<file path="src/rtl/core/sacl_pkg.sv">
// ----------------------------------------------------------------------------
// sacl_pkg: shared types and constants of the LRU cache simulator
// Command codes, register indexes, field widths and controller commands.
// ----------------------------------------------------------------------------
package sacl_pkg;

  localparam int ADDR_W  = 64;
  localparam int TAG_W   = 63;
  localparam int CNT_W   = 32;
  localparam int WAYID_W = 3;
  localparam int CFG_W   = 5;
  localparam int CIDX_W  = 2;

  typedef enum logic [1:0] {
    CMD_LOAD   = 2'd0,
    CMD_STORE  = 2'd1,
    CMD_MODIFY = 2'd2,
    CMD_IFETCH = 2'd3
  } cmd_t;

  typedef enum logic [CIDX_W-1:0] {
    REG_SET_BITS    = 2'd0,
    REG_OFFSET_BITS = 2'd1,
    REG_WAYS_IN_USE = 2'd2,
    REG_UNUSED      = 2'd3
  } reg_idx_t;

  // controller to datapath
  typedef struct packed {
    logic capture;  // latch the incoming address
    logic read;     // read the set row
    logic compute;  // perform one access and load the result register
    logic first;    // take the row from memory, not from the row register
    logic last;     // final result of this input
  } ctrl_cmd_t;

endpackage

</file>
<file path="src/rtl/core/sacl_ctrl.sv">
// ----------------------------------------------------------------------------
// sacl_ctrl: access sequencer
// Accepts inputs, steps read / access / second access, owns the output valid.
// ----------------------------------------------------------------------------
module sacl_ctrl (
  input  logic                clk,
  input  logic                rst,
  input  logic                in_valid,
  output logic                in_stall,
  input  logic [1:0]          command,
  output logic                out_valid,
  input  logic                out_stall,
  output sacl_pkg::ctrl_cmd_t ctl
);

  typedef enum logic [1:0] {S_IDLE, S_READ, S_ACC1, S_ACC2} state_t;

  state_t          state;
  sacl_pkg::cmd_t  cmd_reg;
  logic            accept;
  logic            can_issue;

  assign in_stall  = (state != S_IDLE);
  assign accept    = in_valid && (state == S_IDLE);
  assign can_issue = !out_valid || !out_stall;

  // decode commands to the datapath
  always_comb begin
    ctl         = '0;
    ctl.capture = accept;
    ctl.read    = (state == S_READ);
    case (state)
      S_ACC1: begin
        ctl.compute = can_issue;
        ctl.first   = 1'b1;
        ctl.last    = (cmd_reg != sacl_pkg::CMD_MODIFY);
      end
      S_ACC2: begin
        ctl.compute = can_issue;
        ctl.last    = 1'b1;
      end
      default: begin
      end
    endcase
  end

  // hold state and output valid
  always_ff @(posedge clk) begin
    if (rst) begin
      state     <= S_IDLE;
      cmd_reg   <= sacl_pkg::CMD_LOAD;
      out_valid <= 1'b0;
    end else begin
      if (ctl.compute) begin
        out_valid <= 1'b1;
      end else if (out_valid && !out_stall) begin
        out_valid <= 1'b0;
      end
      case (state)
        S_IDLE: begin
          if (accept && (sacl_pkg::cmd_t'(command) != sacl_pkg::CMD_IFETCH)) begin
            cmd_reg <= sacl_pkg::cmd_t'(command);
            state   <= S_READ;
          end
        end
        S_READ: begin
          state <= S_ACC1;
        end
        S_ACC1: begin
          if (can_issue) begin
            state <= (cmd_reg == sacl_pkg::CMD_MODIFY) ? S_ACC2 : S_IDLE;
          end
        end
        S_ACC2: begin
          if (can_issue) begin
            state <= S_IDLE;
          end
        end
        default: begin
          state <= S_IDLE;
        end
      endcase
    end
  end

  // a second access only follows a first access of a modify
  a_acc2_entry: assert property (@(posedge clk) disable iff (rst)
    (state == S_ACC2 && $past(state) != S_ACC2) |-> $past(state) == S_ACC1)
    else $error("second access entered out of sequence");

  // never overwrite a result the receiver has not taken
  a_no_overwrite: assert property (@(posedge clk) disable iff (rst)
    ctl.compute |-> !(out_valid && out_stall))
    else $error("result register overwritten while stalled");

  // an instruction fetch leaves the sequencer idle
  a_ifetch_idle: assert property (@(posedge clk) disable iff (rst)
    (accept && command == sacl_pkg::CMD_IFETCH) |=> state == S_IDLE)
    else $error("instruction fetch started an access");

  // a compute only happens in an access state
  a_compute_state: assert property (@(posedge clk) disable iff (rst)
    ctl.compute |-> (state == S_ACC1 || state == S_ACC2))
    else $error("compute outside an access state");

endmodule

</file>
<file path="config.mk">
export PLATFORM = sky130hd
export DESIGN_NAME = sacl_ctrl
export DESIGN_NICKNAME = d
export VERILOG_FILES = /design/src/rtl/core/sacl_pkg.sv /design/src/rtl/core/sacl_ctrl.sv
export SDC_FILE = /design/constraint.sdc
export NUM_CORES = 1
export LEC_CHECK = 0
export BUFFER_PORTS_ARGS = -buffer_cell sky130_fd_sc_hd__buf_2
export CORE_AREA = 2 2 39 41
export DETAILED_ROUTE_END_ITERATION = 8
export DIE_AREA = 0 0 41 43
export HOLD_SLACK_MARGIN = 0.12
export PLACE_DENSITY = 0.43
export SLEW_MARGIN = 20
export SYNTH_ARGS = -nofsm -noshare
export SYNTH_HDL_FRONTEND = slang
export SYNTH_SLANG_ARGS = --single-unit
</file>
<file path="constraint.sdc">
create_clock -name clk -period 1.4 [get_ports clk]
set_input_delay 0.21 -clock clk [delete_from_list [all_inputs] [get_ports clk]]
set_output_delay 0.21 -clock clk [all_outputs]
set_load 0.01 [all_outputs]
</file>
### After elaboration in Yosys (flattened, before gate mapping)

Cells that the tools add are included.

* output and inout bits: 7
* register bits: 5

* multiplexer cells: 10
* equality and inequality tests: 9
* reduce and logical (&&, ||, !) cells: 12

Operator list (number)
* $mux 2: 4
* $ne 2x2->1 const B: 4
* $pmux 2 s4: 1
* $eq 2x2->1 const B: 3
* $mux 1: 4
* $reduce_bool 2->1: 2
* $logic_and 1x1->1: 3
* $reduce_and 3->1: 1
* $eq 2x1->1 const B: 1
* $logic_not 1->1: 2
* $logic_not 2->1: 1
* $ne 2x1->1 const B: 1
* $pmux 1 s2: 1
* $reduce_and 2->1: 1
* $reduce_or 2->1: 1
* $logic_or 1x1->1: 1

### Longest topological paths before layout

* depth in word-level cells: 5
* mapped depth: 4

### Worst setup path before layout

Ideal clock, no wire load.

* path kind: register to register
* start point: register state[1]
* end point: register state[1]
* required time: 1284 ps
* cell stages (with the launch flop): 5
* path slack: 329 ps
* data arrival time: 955 ps
* cell sequence: dfxtp_1 -> buf_6 -> a21boi_1 -> nand2b_1 -> and3b_1

* longest elaborated chain between the ends: 5
* elaborated cells on any way between the ends: 11

Ends and longest elaborated chain
* start, declared: RTL line sacl_ctrl.sv:18 `state_t state;`
* start signal, assigned: RTL line sacl_ctrl.sv:71 `state <= (cmd_reg == sacl_pkg::CMD_MODIFY) ? S_ACC2 : S_IDLE;`
* $logic_not 2->1: RTL line sacl_ctrl.sv:24, sacl_ctrl.sv:59
* $logic_and 1x1->1: RTL line sacl_ctrl.sv:24 `assign accept = in_valid && (state == S_IDLE);`
* $logic_and 1x1->1: RTL line sacl_ctrl.sv:61 `if (accept && (sacl_pkg::cmd_t'(command) != sacl_pkg::CMD_IFETCH)) begin`
* $ne 2x1->1 (no source line)
* $reduce_and 3->1 (no source line)

Several ways; a longest one is shown, not always the timed one.
A chain may end at the register's enable or synchronous reset.

==> flow_metrics.env <==
export IMPL_power_total_w=0.000414
export IMPL_timing_max_cap_violations=0
export IMPL_clock_sinks=5
export IMPL_power_share_clock=0.391
export IMPL_die_h_um=43
export IMPL_met3_usage=0.0785
export IMPL_setup_tns_ns=0
export IMPL_ys_types=18
export IMPL_critPathKind="reg -> out"
export IMPL_power_frac_seq=0.411
export IMPL_crit_buf_inv=1
export IMPL_firstDrtPassIters=2
export IMPL_status="finished clean"
export IMPL_start_kind="register"
export IMPL_vias_per_cell=4.17
export IMPL_sw_frac_of_total=0.262
export IMPL_grt_remaining_overflow=0
export IMPL_hp_class="in -> reg"
export IMPL_dieArea_mm2=0.00176
export IMPL_clk_insertion_delay_late_ns=0.24
export IMPL_area_delta_synth_final_pct=30.9
export IMPL_core_area_mm2=0.00138
export IMPL_clk_pin_slew_ns=0.04
export IMPL_grt_pass1_vias=210
export IMPL_synth_seq_area_share=0.343
export IMPL_start_util=0.211
export IMPL_drive_gt1_frac=0.558
export IMPL_n_fill_cell=157
export IMPL_layout_min_cycle_time_ns=1.28
export IMPL_dpl_worst_slack_ns=0.253
export IMPL_syn_area_um2=292
export IMPL_post_cts_buffers=0
export IMPL_grt_pass1_wl_um=834
export IMPL_ys_ff_latch=5
export IMPL_p_sw_w=0.000108
export IMPL_hold_buffers=0
export IMPL_timing_final_hold_violations=0
export IMPL_drt_iter0_drc=2
export IMPL_synth_fp_nets=35
export IMPL_fp_row_count=14
export IMPL_ys_warn_count=0
export IMPL_grtUsageTotal=0.0764
export IMPL_postSynthCellCount=29
export IMPL_diodes=0
export IMPL_drv_slew=0
export IMPL_peakVddDrop_mv=0.549
export IMPL_setup_violations=0
export IMPL_worstSetupEndpointType="output pin"
export IMPL_cts_buffer_depth=2
export IMPL_port_buffers=12
export IMPL_top_usage_layer="met2"
export IMPL_cts_tree="done"
export IMPL_worst_slew_pin_slew_ns=0.269
export IMPL_post_dp_cell_area_um2=353
export IMPL_drc=0
export IMPL_antenna_found_initial=0
export IMPL_cts_root_buf="clkbuf_4"
export IMPL_internal_power_w=0.000306
export IMPL_crit_arrival_ns=1.07
export IMPL_post_route_util=0.276
export IMPL_fmax_mhz=781
export IMPL_syn_mean_instance_area_um2=10.1
export IMPL_dp_hpwl_um=440
export IMPL_cts_buffers=3
export IMPL_cp_max_fo=10
export IMPL_cp_slowest_cell="dfxtp_2"
export IMPL_finalClockSkew_ns=0.00417
export IMPL_combPwrFrac=0.198
export IMPL_io_pin_count=13
export IMPL_final_nets=50
export IMPL_layout_commonest_cell="buf_2"
export IMPL_htreeDepth=1
export IMPL_ant_nets=0
export IMPL_relSlewSlack=0.820
export IMPL_cp_required_ns=1.19
export IMPL_power_density_mw_per_mm2=1090
export IMPL_crit_chain="nor2b_1 > buf_2"
export IMPL_final_cell_mix="buf_2, nor2_1, clkbuf_4, dfxtp_1"
export IMPL_gr_usage_met1=0.0871
export IMPL_critPathTopFamily="flip-flops"
export IMPL_die_width_um=41
export IMPL_num_vias=246
export IMPL_postLayoutSetupSlackWorst_ns=0.120
export IMPL_max_stage_delay_ns=0.43
export IMPL_gp_congestion=0.648
export IMPL_final_cell_area_um2=382
export IMPL_wl_per_cell_um=9.24
export IMPL_leakagePower_nw=0.181
export IMPL_wl_um=545
export IMPL_grt_max_degree=11
export IMPL_grtUsageMet2=0.0969
export IMPL_finalCritPeriodShare=0.914
export IMPL_rsz0062_at_grt="no"
==> layer usage <==
metal	wire length [um]	vias up
li1	-	127
met3	51	0
met4	0	0
met5	0	-
met1	201	110
met2	292	9
==> path summary, 6_finish.rpt <==
check / slack [ns] / from / endpoint / cells past startpoint
max: 0.12 / state[1]$_SDFFE_PP0P_ / ctl[1] / 2
min: 0.19 / rst / state[0]$_SDFFE_PP0P_ / 2
max reg2reg: 0.38 / state[0]$_SDFFE_PP0P_ / state[0]$_SDFFE_PP0P_ / 3
min reg2reg: 0.50 / cmd_reg[1]$_SDFFE_PP0P_ / cmd_reg[1]$_SDFFE_PP0P_ / 2
==> stage by stage <==
step                      instances  hold WS (ns)
after detailed placement         55         0.445
after floorplan                  29         0.276
after global routing             59         0.189
final                            59         0.191
after CTS                        59         0.192
after global placement           55         0.456
==> cell usage after synthesis <==
library cell  number  area, um2
nor2b_1            2       12.5
nor4b_2            1       15.0
buf_4              1       7.51
or2_2              1       6.26
nor2_1             4       15.0
buf_6              1       11.3
and2b_2            1       8.76
and2_1             1       6.26
nand2b_1           1       6.26
nand2_1            2       7.51
o21ai_1            1       5.00
a21boi_1           1       7.51
nor4b_4            1       23.8
and3b_1            1       8.76
nor3_1             2       10.0
nor3b_2            2       25.0
a221oi_2           1       15.0
dfxtp_1            5        100
==> final cells by class <==
type,instances,area (um2),area share
multi-input combinational,22,173,0.452
timing repair buffer,12,60.1,0.157
sequential,5,103,0.269
clock buffer,4,26.3,0.0689
tap,16,20.0,0.0525
==> logic make-up after synthesis <==
family	synth area share
AOI/OAI and AO/OA	0.0944
buffers and inverters	0.0644
DFF	0.343
and+or+nand+nor	0.498
==> power groups by stage <==
stage | clock (W) | combinational, W | sequential (W)
4_1_cts | 0.000170 | 0.0000839 | 0.000170
6_report | 0.000162 | 0.0000819 | 0.000170
5_1_grt | 0.000185 | 0.0000922 | 0.000172
3_3_place_gp | 0 | 0.0000831 | 0.000173
3_5_place_dp | 0 | 0.0000826 | 0.000172
2_1_floorplan | 0 | 0.0000646 | 0.000165
==> worst reg2reg max path: stages, from the launching register on <==
cell	delay, ns
dfxtp_2	0.36
nor3b_2	0.22
o21ai_1	0.10
a221oi_2	0.24
==> timing repair <==
action	in CTS	in global routing
resized for setup	1	1
pin swaps	0	0
endpoints found under the setup margin	2	1
(Power assumes the default switching activity.)
